<file path="config.mk">
export PLATFORM = sky130hd
export DESIGN_NAME = vgec_seq
export DESIGN_NICKNAME = d
export VERILOG_FILES = /design/src/rtl/vgec_pkg.sv /design/src/rtl/vgec_seq.sv
export SDC_FILE = /design/constraint.sdc
export NUM_CORES = 1
export LEC_CHECK = 0
export ABC_AREA = 1
export BUFFER_PORTS_ARGS = -buffer_cell sky130_fd_sc_hd__buf_2
export CAP_MARGIN = 20
export CELL_PAD_IN_SITES_DETAIL_PLACEMENT = 1
export CELL_PAD_IN_SITES_GLOBAL_PLACEMENT = 1
export CORE_MARGIN = 5
export CORE_UTILIZATION = 42
export CTS_CLUSTER_SIZE = 10
export DETAILED_ROUTE_END_ITERATION = 16
export GPL_TIMING_DRIVEN = 0
export PLACE_DENSITY_LB_ADDON = 0.1
export SLEW_MARGIN = 40
export SYNTH_ARGS = -nofsm -noshare
export SYNTH_HDL_FRONTEND = slang
export SYNTH_SLANG_ARGS = --single-unit
export TNS_END_PERCENT = 20
</file>
<file path="constraint.sdc">
create_clock -name clk -period 4.8 [get_ports clk]
set_clock_uncertainty 0.2 [all_clocks]
set_input_delay 0.96 -clock clk [delete_from_list [all_inputs] [get_ports clk]]
set_output_delay 0.96 -clock clk [all_outputs]
set_load 0.05 [all_outputs]
</file>
<file path="src/rtl/vgec_pkg.sv">
`timescale 1ns / 1ps
// ----------------------------------------------------------------------------
// vgec_pkg
// shared types and constants of the voxel grid exposed cube store
// ----------------------------------------------------------------------------
package vgec_pkg;

    localparam int GRID_SIZE_DEF = 16;

    localparam int POS_W   = 6;
    localparam int TYPE_W  = 3;
    localparam int WORLD_W = 18;
    localparam int CHUNK_W = 13;
    localparam int CFG_IDX_W  = 2;
    localparam int CFG_DATA_W = 13;

    localparam logic [POS_W-1:0]     WATER_HEIGHT_RST = 6'd8;
    localparam logic [TYPE_W-1:0]    TYPE_EMPTY = 3'd0;
    localparam logic [TYPE_W-1:0]    TYPE_SAND  = 3'd1;
    localparam logic [TYPE_W-1:0]    TYPE_WATER = 3'd4;
    localparam logic [TYPE_W-1:0]    TYPE_LEAVES = 3'd6;

    // configuration register indexes
    localparam logic [CFG_IDX_W-1:0] CFG_WATER_HEIGHT = 2'd0;
    localparam logic [CFG_IDX_W-1:0] CFG_CHUNK_X      = 2'd1;
    localparam logic [CFG_IDX_W-1:0] CFG_CHUNK_Z      = 2'd2;

    typedef enum logic [1:0] {
        KIND_ADD    = 2'd0,
        KIND_REMOVE = 2'd1,
        KIND_QUERY  = 2'd2,
        KIND_NONE   = 2'd3
    } kind_t;

    typedef struct packed {
        logic              status;
        logic              emit;
        logic [TYPE_W-1:0] emit_type;
        logic [POS_W-1:0]  pos_x;
        logic [POS_W-1:0]  pos_y;
        logic [POS_W-1:0]  pos_z;
    } result_t;

endpackage

</file>
<file path="src/rtl/vgec_seq.sv">
`timescale 1ns / 1ps
// ----------------------------------------------------------------------------
// vgec_seq
// command sequencer: clear pass, read-modify-write of a cell, neighbor scan
// ----------------------------------------------------------------------------
module vgec_seq #(
    parameter int GRID_SIZE = vgec_pkg::GRID_SIZE_DEF
) (
    input  logic                                clk,
    input  logic                                rst_n,
    input  logic                                in_valid,
    output logic                                in_ready,
    input  logic [1:0]                          in_kind,
    input  logic [vgec_pkg::POS_W-1:0]          in_x,
    input  logic [vgec_pkg::POS_W-1:0]          in_y,
    input  logic [vgec_pkg::POS_W-1:0]          in_z,
    input  logic [vgec_pkg::TYPE_W-1:0]         in_type,
    input  logic [vgec_pkg::POS_W-1:0]          water_height,
    output logic                                ram_we,
    output logic [$clog2(GRID_SIZE**3)-1:0]     ram_addr,
    output logic [vgec_pkg::TYPE_W-1:0]         ram_wdata,
    input  logic [vgec_pkg::TYPE_W-1:0]         ram_rdata,
    output logic                                res_valid,
    input  logic                                res_ready,
    output vgec_pkg::result_t                   res
);
    import vgec_pkg::*;

    localparam int CW     = (GRID_SIZE > 1) ? $clog2(GRID_SIZE) : 1;
    localparam int DEPTH  = GRID_SIZE**3;
    localparam int ADDR_W = $clog2(DEPTH);
    localparam logic [2:0] NBR_COUNT = 3'd6;
    localparam logic [POS_W:0] GRID_N = (POS_W+1)'(GRID_SIZE);

    typedef enum logic [4:0] {
        ST_CLEAR  = 5'b00001,
        ST_IDLE   = 5'b00010,
        ST_CENTER = 5'b00100,
        ST_SCAN   = 5'b01000,
        ST_DONE   = 5'b10000
    } state_t;

    state_t              state_reg, state_next;
    logic [ADDR_W-1:0]   clr_reg, clr_next;
    logic [2:0]          k_reg, k_next;
    logic                pend_reg, pend_next;
    logic [1:0]          kind_reg;
    logic [POS_W-1:0]    x_reg, y_reg, z_reg;
    logic [TYPE_W-1:0]   type_reg;
    logic                inb_reg;
    logic [TYPE_W-1:0]   ctr_reg, ctr_next;
    result_t             res_reg, res_next;

    logic                in_inb;
    logic [POS_W:0]      nx, ny, nz;
    logic [POS_W:0]      dx, dy, dz;
    logic                nb_inb;
    logic [ADDR_W-1:0]   idx_in, idx_ctr, idx_nb;
    logic                add_ok, rem_ok, water_hit, accept;

    function automatic logic [ADDR_W-1:0] cell_idx(input logic [CW-1:0] cx,
                                                   input logic [CW-1:0] cy,
                                                   input logic [CW-1:0] cz);
        return ADDR_W'(cx) * ADDR_W'(GRID_SIZE * GRID_SIZE)
             + ADDR_W'(cz) * ADDR_W'(GRID_SIZE) + ADDR_W'(cy);
    endfunction

    assign accept = in_valid && in_ready;
    assign in_ready = (state_reg == ST_IDLE);
    assign res_valid = (state_reg == ST_DONE);
    assign res = res_reg;

    assign in_inb = ({1'b0, in_x} < GRID_N) && ({1'b0, in_y} < GRID_N)
                 && ({1'b0, in_z} < GRID_N);
    assign idx_in  = cell_idx(in_x[CW-1:0], in_y[CW-1:0], in_z[CW-1:0]);
    assign idx_ctr = cell_idx(x_reg[CW-1:0], y_reg[CW-1:0], z_reg[CW-1:0]);

    // face neighbor offsets, minus one wraps to a value above the grid
    always_comb
    begin
        dx = '0;
        dy = '0;
        dz = '0;
        case (k_reg)
            3'd0: dx = 7'd1;
            3'd1: dx = '1;
            3'd2: dz = 7'd1;
            3'd3: dz = '1;
            3'd4: dy = 7'd1;
            3'd5: dy = '1;
            default: ;
        endcase
    end

    assign nx = {1'b0, x_reg} + dx;
    assign ny = {1'b0, y_reg} + dy;
    assign nz = {1'b0, z_reg} + dz;
    assign nb_inb = (nx < GRID_N) && (ny < GRID_N) && (nz < GRID_N);
    assign idx_nb = cell_idx(nx[CW-1:0], ny[CW-1:0], nz[CW-1:0]);

    assign add_ok = inb_reg && (ram_rdata == TYPE_EMPTY)
                 && (type_reg >= TYPE_SAND) && (type_reg <= TYPE_LEAVES);
    assign rem_ok = inb_reg && (ram_rdata != TYPE_EMPTY);
    assign water_hit = (y_reg == water_height);

    always_comb
    begin
        state_next = state_reg;
        clr_next   = clr_reg;
        k_next     = k_reg;
        pend_next  = pend_reg;
        ctr_next   = ctr_reg;
        res_next   = res_reg;
        ram_we     = 1'b0;
        ram_addr   = idx_ctr;
        ram_wdata  = TYPE_EMPTY;
        case (state_reg)
            ST_CLEAR:
            begin
                ram_we   = 1'b1;
                ram_addr = clr_reg;
                if (clr_reg == ADDR_W'(DEPTH - 1))
                begin
                    state_next = ST_IDLE;
                end
                else
                begin
                    clr_next = clr_reg + ADDR_W'(1);
                end
            end
            ST_IDLE:
            begin
                ram_addr = idx_in;
                if (accept)
                begin
                    state_next = ST_CENTER;
                end
            end
            ST_CENTER:
            begin
                res_next.status    = 1'b1;
                res_next.emit      = 1'b0;
                res_next.emit_type = TYPE_EMPTY;
                res_next.pos_x     = x_reg;
                res_next.pos_y     = y_reg;
                res_next.pos_z     = z_reg;
                state_next         = ST_DONE;
                case (kind_reg)
                    KIND_ADD:
                    begin
                        res_next.status = !add_ok;
                        ram_we    = add_ok;
                        ram_wdata = type_reg;
                    end
                    KIND_REMOVE:
                    begin
                        res_next.status = !rem_ok;
                        ram_we = rem_ok;
                    end
                    KIND_QUERY:
                    begin
                        if (inb_reg)
                        begin
                            res_next.status = 1'b0;
                            if (ram_rdata != TYPE_EMPTY)
                            begin
                                ctr_next   = ram_rdata;
                                k_next     = '0;
                                pend_next  = 1'b0;
                                state_next = ST_SCAN;
                            end
                            else if (water_hit)
                            begin
                                res_next.emit      = 1'b1;
                                res_next.emit_type = TYPE_WATER;
                            end
                        end
                    end
                    default: ;
                endcase
            end
            ST_SCAN:
            begin
                // one neighbor read issued per cycle, previous one checked
                ram_addr = idx_nb;
                if ((pend_reg && (ram_rdata == TYPE_EMPTY))
                    || ((k_reg != NBR_COUNT) && !nb_inb))
                begin
                    res_next.emit      = 1'b1;
                    res_next.emit_type = ctr_reg;
                    state_next         = ST_DONE;
                end
                else if (k_reg == NBR_COUNT)
                begin
                    res_next.emit      = water_hit;
                    res_next.emit_type = water_hit ? TYPE_WATER : TYPE_EMPTY;
                    state_next         = ST_DONE;
                end
                else
                begin
                    pend_next = 1'b1;
                    k_next    = k_reg + 3'd1;
                end
            end
            ST_DONE:
            begin
                if (res_ready)
                begin
                    state_next = ST_IDLE;
                end
            end
            default:
            begin
                state_next = ST_IDLE;
            end
        endcase
    end

    always_ff @(posedge clk or negedge rst_n)
    begin
        if (!rst_n)
        begin
            state_reg <= ST_CLEAR;
            clr_reg   <= '0;
            k_reg     <= '0;
            pend_reg  <= 1'b0;
        end
        else
        begin
            state_reg <= state_next;
            clr_reg   <= clr_next;
            k_reg     <= k_next;
            pend_reg  <= pend_next;
        end
    end

    always_ff @(posedge clk)
    begin
        if (accept)
        begin
            kind_reg <= in_kind;
            x_reg    <= in_x;
            y_reg    <= in_y;
            z_reg    <= in_z;
            type_reg <= in_type;
            inb_reg  <= in_inb;
        end
        ctr_reg <= ctr_next;
        res_reg <= res_next;
    end

endmodule

</file>
* Word level (Yosys, flattened, before mapping)
Cells that the tools add are included.
Word-level totals: register bits 71, latch bits 0, memory bits (writable) 0, memory bits (read-only) 0, bits of input ports 36, logic and storage cells 125, memories kept 0
Operators by class: add/subtract/negate cells 11, multiply operators 0, div/mod/pow operators 0, magnitude comparators 8, equal/unequal tests 25, shifts and indexed selects 0, muxes and demuxes 38, bitwise operators 1, reduce and logical (&&, ||, !) cells 25
Operators with widths (count):
- 5-bit two-way mux | 9
- 7-bit one-hot mux with 2 select lines | 3
- 12-bit by 4-bit adder with 12-bit output | 3
- 12-bit by 8-bit adder with 12-bit output | 3
- 12-bit one-hot mux with 3 select lines | 1
- 5-bit one-hot mux with 5 select lines | 1
- 3-bit two-way mux | 8
- 6-bit by 7-bit adder with 7-bit output | 3
- 7-bit by 5-bit less-than comparator with 1-bit output, second input constant | 3
- 4-bit two-way mux | 5
- 6-bit by 5-bit less-than comparator with 1-bit output, second input constant | 3
- 12-bit by 1-bit adder with 12-bit output, second input constant | 1
- 12-bit equality test, second input constant | 1
- 1-bit logical AND | 11
- 2-bit inequality test, second input constant | 5
- 3-bit equality test, second input constant | 3
- 4-bit one-hot mux with 2 select lines | 1
- 4-bit AND reduction | 2
- 3-bit by 2-bit equality test with 1-bit output, second input constant | 2
- 6-bit equality test | 1
- 3-bit zero test | 2
- 2-bit by 1-bit inequality test with 1-bit output, second input constant | 3
- 3-bit inequality test, second input constant | 2
- 1-bit one-hot mux with 2 select lines | 3
- 22 further kinds | 29

* Depth between registers and ports, before layout
Gate-level depths: netlist (run 1).
depth after elaboration 11, gate-level depth with buffers 20, gate-level depth less buffers 20

* Worst setup path after synthesis (run 1)
No wires, ideal clock.
kind in2reg, from in in_valid, to reg inb_reg (enable), setup time 0.466 ns, data arrival time 3.361 ns, required time 4.134 ns, slack 0.773 ns, stages 2, path buffers 0, cells stage by stage inv_1 -> nor4_1
Between the ends: longest elaborated chain between the ends 1
Ends and longest elaborated chain:
- start, declared | line vgec_seq.sv:11 | input logic in_valid,
- 1-bit logical AND | line vgec_seq.sv:68 | assign accept = in_valid && in_ready;
- named net accept | line vgec_seq.sv:59 | logic add_ok, rem_ok, water_hit, accept;
- end signal, assigned | line vgec_seq.sv:246 | inb_reg <= in_inb;
- end, declared | line vgec_seq.sv:50 | logic inb_reg;
The timed path passes the listed nets, and every way through them passes these cells. A chain may end at the register's enable or synchronous reset.

* Final worst setup path (run 1)
from reg k_reg[1], to out ram_addr[11]
Between the ends: longest elaborated chain between the ends 6, elaborated cells between the ends (all ways) 15, classes of those cells 5 x add/sub; 5 x eq/ne; 4 x mux; 1 x reduce/logical
Ends and longest elaborated chain:
- start, declared | line vgec_seq.sv:45 | logic [2:0] k_reg, k_next;
- start signal, assigned | line vgec_seq.sv:232 | k_reg <= k_next;
- 3-bit by 2-bit equality test with 1-bit output, or another cell as far along | line vgec_seq.sv:84 | case (k_reg)
- 7-bit one-hot mux with 2 select lines | line vgec_seq.sv:84
- 6-bit by 7-bit adder with 7-bit output (on tied branches) | line vgec_seq.sv:97, vgec_seq.sv:95
- 12-bit by 8-bit adder with 12-bit output | line vgec_seq.sv:65 | + ADDR_W'(cz) * ADDR_W'(GRID_SIZE) + ADDR_W'(cy);
- 12-bit by 4-bit adder with 12-bit output * | line vgec_seq.sv:65
- 12-bit one-hot mux with 3 select lines * | line vgec_seq.sv:117 | case (state_reg)
- end, declared | line vgec_seq.sv:20 | output logic [$clog2(GRID_SIZE**3)-1:0] ram_addr,
Mark *: on every way between the ends. The rest lies on a longest branch, timed or not.

==> impl_metrics.ini, run 1 <==
[setup_path]
critical_path.top_delay_family = simple AND/OR/NAND/NOR gates
cp_data_required_time_ns = 3.64
cp_slowest_cell = nor2_1
path_class = reg -> out
cp_num_buf_inv = 3
crit_chain = inv_1, ha_1, inv_1, nor2_1, ha_1, nand2_1, nand2_1, a31oi_1, xor2_1, o2111ai_1, buf_2
arrival_ns = 3.00
worst_setup_path_start_kind = flop
critPathCaptureType = primary output
cp_max_fo = 8
cpPeakStageDelay_ns = 0.52

[global_routing]
grt_max_degree = 24
antenna_found_initial = 0
grtUsageTotal_pct = 21.0
grt_overflow = 0
grt_pass1_vias = 3660
grt_pass1_wl_um = 18500

[floorplan]
ioPinCount = 77
fp.dieW_um = 109
die-area_sq_um = 11800
initial_utilization_pct = 42.6
floorplan.die.height_um = 109
rows = 36
core_area_sq_um = 9640

[final_layout]
regArea_sq_um = 2030
nets = 603
multi_input_comb_area_sq_um = 1850
drive_gt1_share_pct = 20.9
diodes = 0
largest_reg_flops = 23
postLayoutCoreUtil_pct = 50.5
stdcell_count = 682
syn2layout_area_growth_pct = 18.6
nFillCells = 1197

[synth]
ys_async_sr_fraction_pct = 29.6
synth.net_count = 511
syn-cell-area_sq_um = 4100
yosys_warnings = 0
synth.most_common_cell = nand2_1
synth.area.top_cells = edfxtp_1, dfrtp_1, nand2_1
synthCells = 452
synth_seq_cells = 71
synth_top_family_by_area = simple AND/OR/NAND/NOR gates
synthTopCellsByCount = nand2_1, inv_1, edfxtp_1, nor2_1, nand3_1
synth-xor-area-share_pct = 5.52
avgSynthCellArea_sq_um = 9.08
ys.flop_type = edfxtp_1
yosysTopAreaCell = edfxtp_1
synth_top_area_share_pct = 36.6
synth.distinct_cells = 41
synth-adder-area-share_pct = 7.38
synth-compound-area-share_pct = 5.67
synth_mux_area_share_pct = 0
yosys.area_share.simple_pct = 26.0
synth_edf_count = 50
ys_seq_area_share_pct = 49.4

[clock_tree]
clk_pin_slew_ns = 0.08
cts_resized = 0
cts_buffers = 9
h-tree-depth = 3
root_buffer = clkbuf_8
cts_tree = done
cts_hold_buf = 0
clock_sink_count = 71
cts.path.max_buffers = 2
cts_setup_buffers = 0
clk_latency_ns = 0.37

[timing]
tightest_slew_ns = 0.681
setup_tns_ns = 0
post-route-min-period_ns = 4.16
finalHoldViolCount = 0
setup_viol = 0
clock.fmax_mhz = 240
rsz0062_at_grt = no
relSlewSlack_pct = 54.2
drv_slew = 0
timing.final.crit_share_pct = 86.8

[pwr]
p_leak_uw = 0.00231
powerDensity_nw_per_um2 = 497
ir_worst_vdd_mv = 0.262
power.total_uw = 2420

[drt]
routedWlPerCell_um = 16.8
routed-via-count = 3433
dr.pass1.iters = 4
route.detailed.drc = 0
ant_nets = 0
via_per_inst = 5.03
finalWirelength_um = 11400
drtIter0Drc = 118

[min_path]
hp-class = reg -> reg

[job]
cap_violations = 0

[place]
io_buffers = 76
dp_hpwl_um = 9080
gp_congestion = 0.793
post-place-cells = 666

[run_status]
outcome = finished clean
## worst paths after layout
path | startpoint | endpoint | slack [ns] | depth (start not counted)
setup reg to reg | k_reg[1] | res[20] | 1.41 | 18
hold reg to reg | pend_reg | pend_reg | 0.28 | 2
setup / recovery | k_reg[1] | ram_addr[11] | 0.64 | 11
min in group asynchronous | rst_n | clr_reg[6] | 0.34 | 1
hold / removal | pend_reg | pend_reg | 0.28 | 2
max in group asynchronous | rst_n | state_reg[0] | 3.71 | 1
## stage by stage
step | area, sq um | hold WS [ns] | setup slack (ns)
6_report | 4870 | 0.280 | 0.636
5_1_grt | 4870 | 0.313 | 0.353
4_1_cts | 4870 | 0.288 | 0.583
3_5_place_dp | 4690 | 0.259 | 1.06
3_3_place_gp | 4650 | 0.258 | -1.11
2_1_floorplan | 4100 | 0.233 | 0.773
## routing by layer
metal | vias to the layer above | share of wire [%] | track usage, %
li1 | 1689 | - | -
met1 | 1665 | 41 | 24.2
met2 | 58 | 53 | 37.4
met3 | 21 | 4.0 | 4.91
met4 | 0 | 2.5 | 8.39
met5 | - | 0 | 0
## where the power goes
part	internal (uW)	switching [uW]
combinational	254	845
clock	216	225
sequential	799	78.3
## tightest hold or removal path, cell delays in order (launching register included)
cell,delay (ns)
dfrtp_1,0.35
nand2_1,0.05
nand2_1,0.05
## layout make-up
type,instances,share of cell area (%)
Tap cell,133,3.42
Timing Repair Buffer,81,8.33
Clock buffer,15,3.42
Clock inverter,1,0.103
Sequential cell,71,41.7
Multi-Input combinational cell,318,38.0
Inverter,59,4.58
Buffer,4,0.489
## cells by family (layout without fill, tap and decap cells)
logic type                 after synthesis  in the layout
xor gates and xnor gates                25             25
adders and majority gates               23             23
and+or+nand+nor                        233            233
DFF                                     71             71
AOI/OAI and AO/OA                       37             37
buffers and inverters                   63            160
## cells in the final DEF (no fill, tap or decap), types with 2 or more instances in the layout
master and count:
nand2_2 2, nand4_1 10, clkbuf_1 6, nor2_4 2, o211ai_1 2, clkbuf_8 11, a21oi_1 14, o2111ai_1 8
xnor2_1 11, nor4_1 3, clkinv_2 2, ha_1 21, dfrtp_1 20, fa_1 2, nor2_1 29, nand2_1 133
nor3_1 9, nand3b_1 3, o21ai_0 8, xor2_1 13, edfxtp_1 50, nand3_1 28, nor2_2 3, inv_1 57
buf_2 82
Power figures use the tool's default switching activity.
==> run 2, diff against run 1 <==
Settings changed: CELL_PAD_IN_SITES_DETAIL_PLACEMENT 1 to unset, CELL_PAD_IN_SITES_GLOBAL_PLACEMENT 1 to unset, CORE_UTILIZATION 42 to 55.
==> run 2 against run 1 <==
Compared with the run above:
- clock-buffer cell count decreased by 5
- highest routed layer unchanged
- register-to-register slack improved by 0.18 ns
- global-route usage increased by 0.57 points
- largest cell class unchanged
- first-iteration DRC count decreased by 0.85%
- flip-flop and latch count unchanged
==> impl_metrics.ini, run 2 (synthesis gave the netlist of run 1 again) <==
[final_layout]
syn2layout_area_growth_pct = 18.8
nets = 603
drive_gt1_share_pct = 21.5
stdcell_area_sq_um = 4880
layout_common_cells = nand2_1, buf_2, inv_1
diodes = 0
layout_commonest_cell = nand2_1
nFillCells = 607
largest_reg_flops = 23

[setup_path]
cp_data_required_time_ns = 3.64
worst_setup_path_start_kind = flop
critPathCaptureType = primary output
path_class = reg -> out
cp_max_fo = 8
arrival_ns = 2.93

[timing]
relSlewSlack_pct = 58.9
fin_ws_ns = 0.712
clock.fmax_mhz = 245
finalHoldViolCount = 0
drv_slew = 0
fin_hold_ws_ns = 0.283
tightest_slew_ns = 0.613
setup_viol = 0
post-route-min-period_ns = 4.09
timing.final.crit_share_pct = 85.2
rsz0062_at_grt = no

[min_path]
hp-class = reg -> reg

[drt]
route.detailed.drc = 0
dr.pass1.iters = 4
drtIter0Drc = 117
routed-via-count = 3374
finalWirelength_um = 9500
ant_nets = 0
via_per_inst = 5.21
routedWlPerCell_um = 14.7

[global_routing]
grtUsageTotal_pct = 21.5
busiest_layer = met2
met3_usage_pct = 5.63
grt_overflow = 0
grt_pass1_vias = 3187
grt_pass1_wl_um = 15000
met1_usage_pct = 28.1
use_met2_pct = 35.9
antenna_found_initial = 0
grt_max_degree = 24

[place]
dp_hpwl_um = 7390
io_buffers = 76
placed_area_sq_um = 4650
gp_congestion = 0.891
preCtsSetupSlack_ns = 1.08

[run_status]
outcome = finished clean

[clock_tree]
cts_buffers = 9
clk_pin_slew_ns = 0.08
clk_latency_ns = 0.35
cts_setup_buffers = 0
h-tree-depth = 3
cts_tree = done
clock_sink_count = 71
root_buffer = clkbuf_8
cts_resized = 0
cts_hold_buf = 0
cts.path.max_buffers = 2

[floorplan]
fp.dieW_um = 96.4
initial_utilization_pct = 56.6
core_area_sq_um = 7250
rows = 31
floorplan.die.height_um = 96.4
die-area_sq_um = 9290
ioPinCount = 77

[job]
cap_violations = 0

[pwr]
powerDensity_nw_per_um2 = 510
p_leak_uw = 0.00232
ir_worst_vdd_mv = 0.369
## run 2: changes by cell type in the layout (fill, tap and decap cells not counted)
cell	delta
clkbuf_1	-3
bufinv_16	+2
clkbuf_8	-2
clkinv_4	+2
buf_2	-1
buf_4	+1
clkinv_2	-1
clkinvlp_4	+1
inv_6	+1
## run 2: cell type report
type / instances / area, sq um / share of cell area [%]
buffer: 4 / 23.8 / 0.488
timing repair buffer: 81 / 408 / 8.37
clock buffer: 10 / 128 / 2.62
inverter: 59 / 223 / 4.57
sequential: 71 / 2030 / 41.6
multi-input combinational: 318 / 1850 / 37.9
tap: 99 / 124 / 2.54
clock inverter: 6 / 93.8 / 1.92
## run 2: path summary, 6_finish.rpt
kind,from,end,slack (ns),depth (start not counted)
setup / recovery,k_reg[1],ram_addr[11],0.71,11
hold / removal,x_reg[4],res[16],0.28,0
setup reg to reg,k_reg[1],res[20],1.59,18
hold reg to reg,x_reg[4],res[16],0.28,0
max in group asynchronous,rst_n,state_reg[0],3.69,1
min in group asynchronous,rst_n,state_reg[4],0.36,1
## run 2: layer usage
metal | vias to the layer above | part of all wire, %
met5 | - | 0
met4 | 0 | 1.0
met3 | 9 | 5.8
met2 | 78 | 50
met1 | 1580 | 43
li1 | 1707 | -
## run 2: through the flow
stage               instances  TNS [ns]  utilization, %  total power (uW)
floorplan                 452         0               -              1670
global placement          627    -20.39            63.5              1930
detailed placement        632         0            64.1              1960
CTS                       648         0            67.2              2490
global route              648         0            67.2              2610
finish                    648         0            67.2              2480
## run 2: power breakdown
part           switching (uW)  leakage, uW  internal, uW
Combinational             818      0.00147           255
Sequential               80.1     0.000746           799
Clock                     236     0.000107           296
Total                    1130      0.00232          1350
## run 2: critical path, cell delays in order, from the launching register on
cell	delay, ns
dfrtp_1	0.42
inv_1	0.09
ha_1	0.16
inv_1	0.06
nor2_1	0.47
ha_1	0.42
nand2_1	0.08
nand2_1	0.06
a31oi_1	0.17
xor2_1	0.11
o2111ai_1	0.23
buf_2	0.31
==> run 3, diff against run 2 <==
Settings changed: CORE_ASPECT_RATIO set to 0.6, CTS_BUF_LIST set to sky130_fd_sc_hd__clkbuf_8.
Clock period 4.8 ns to 3.8 ns, I/O delays scaled along.
==> run 3 against run 2 <==
Compared with the run above:
- cell area grew 0.82%
- non-clock buffer count decreased by 2
- worst hold slack got worse by 0.13 ns
- worst setup slack worse by 0.59 ns
- combinational power grew 32%
- die area rose by 0.62%
==> impl_metrics.ini, run 3 (synthesis gave the netlist of run 1 again) <==
[clock_tree]
root_buffer = clkbuf_8
clk_pin_slew_ns = 0.08
cts.path.max_buffers = 2
cts_hold_buf = 0
clock_sink_count = 71
cts_buffers = 9
cts_tree = done
clk_latency_ns = 0.36
h-tree-depth = 3

[setup_path]
rr_endpoint = res[20]
cpPeakStageDelay_ns = 0.43
arrival_ns = 2.72
critical_path.top_delay_family = adder cells
rr_startpoint = k_reg[1]
critPathCaptureType = primary output
cp_num_buf_inv = 2
cp_data_required_time_ns = 2.84
rr_worst_depth = 17
r2r_slack_ns = 0.63
cp_slowest_cell = dfrtp_1
worst_setup_path_start_kind = flop
cp_max_fo = 6
crit_chain = ha_1, ha_2, inv_1, nand2_1, ha_1, ha_1, o21bai_1, o21ai_0, a21oi_1, a221oi_2, nand2_1, buf_4
crit_cells = 12
cp_common_cell = ha_1
path_class = reg -> out

[floorplan]
die-area_sq_um = 9340
fp.dieW_um = 122
floorplan.die.height_um = 76.9
initial_utilization_pct = 56.5
ioPinCount = 77
core_area_sq_um = 7270
rows = 24

[global_routing]
grt_pass1_vias = 3288
grt_overflow = 0
antenna_found_initial = 0
grt_pass1_wl_um = 16300
grtUsageTotal_pct = 22.4
grt_max_degree = 24

[drt]
dr.pass1.iters = 5
finalWirelength_um = 10100
routedWlPerCell_um = 15.5
ant_nets = 0
routed-via-count = 3425
via_per_inst = 5.26
drtIter0Drc = 237
route.detailed.drc = 0

[pwr]
p_leak_uw = 0.00233
ir_worst_vdd_mv = 0.498
powerDensity_nw_per_um2 = 649
power.total_uw = 3190

[timing]
rsz0062_at_grt = yes
tightest_slew_ns = 0.641
relSlewSlack_pct = 57.0
setup_viol = 0
drv_slew = 0
post-route-min-period_ns = 3.68
timing.final.crit_share_pct = 96.7
clock.fmax_mhz = 272
finalHoldViolCount = 0
setup_tns_ns = 0

[place]
dp_hpwl_um = 7700
gp_congestion = 0.853
io_buffers = 76
post-place-cells = 635

[final_layout]
largest_reg_flops = 23
layout_common_cells = nand2_1, buf_2, inv_1
syn2layout_area_growth_pct = 19.8
diodes = 0
nets = 601
stdcell_count = 651
drive_gt1_share_pct = 21.9
layout_commonest_cell = nand2_1

[job]
cap_violations = 0

[run_status]
outcome = finished clean

[min_path]
hp-class = in -> async
## run 3: changes by cell type in the layout (fill, tap and decap cells not counted), sizes merged
cell / before / now
buf: 83 / 79
clkbuf: 12 / 14
clkinv: 3 / 4
clkinvlp: 1 / 0
## run 3: cell type report
type | count | area [sq um]
Fill cell | 617 | 2350
Sequential cell | 71 | 2030
Multi-Input combinational cell | 318 | 1870
Timing Repair Buffer | 79 | 413
Inverter | 59 | 223
Clock buffer | 10 | 138
Tap cell | 104 | 130
Clock inverter | 6 | 86.3
Buffer | 4 | 23.8
## run 3: worst max path at each step
stage	startpoint	end	slack (ns)
floorplan	k_reg[1]	ram_addr[11]	0.24
global placement	in_valid	x_reg[5]	-0.01
detailed placement	k_reg[1]	ram_addr[11]	0.25
CTS	k_reg[1]	ram_addr[11]	0.02
global route	k_reg[1]	ram_addr[10]	-0.07
finish	k_reg[0]	ram_addr[6]	0.12
## run 3: what timing repair did
| action | CTS | global route |
|---|---|---|
| resized for setup | 3 | 7 |
| setup endpoints to repair | 2 | 4 |
| setup buffers | 0 | 0 |
## run 3: per-stage QoR
stage	hold WS, ns	worst slack, ns	cell area [sq um]	util, %
finish	0.155	0.124	4920	67.6
global route	0.183	-0.0696	4920	67.6
CTS	0.152	0.0243	4900	67.4
detailed placement	0.259	0.247	4660	64.2
global placement	0.246	-0.0135	4620	63.6
floorplan	0.233	0.242	4110	-
## run 3: report_power, final
part	internal (uW)	total, uW	leakage (uW)	switching, uW
sequential	1010	1110	0.000745	102
combinational	344	1410	0.00147	1060
clock	386	675	0.000118	289
total	1740	3190	0.00233	1450
## run 3: routing by layer
layer | part of all wire [%] | track usage (%) | vias to the layer above
met4 | 1.3 | 6.04 | 0
li1 | - | - | 1693
met3 | 6.5 | 5.51 | 15
met1 | 48 | 32.1 | 1585
met5 | 0 | 0 | -
met2 | 44 | 34.0 | 132
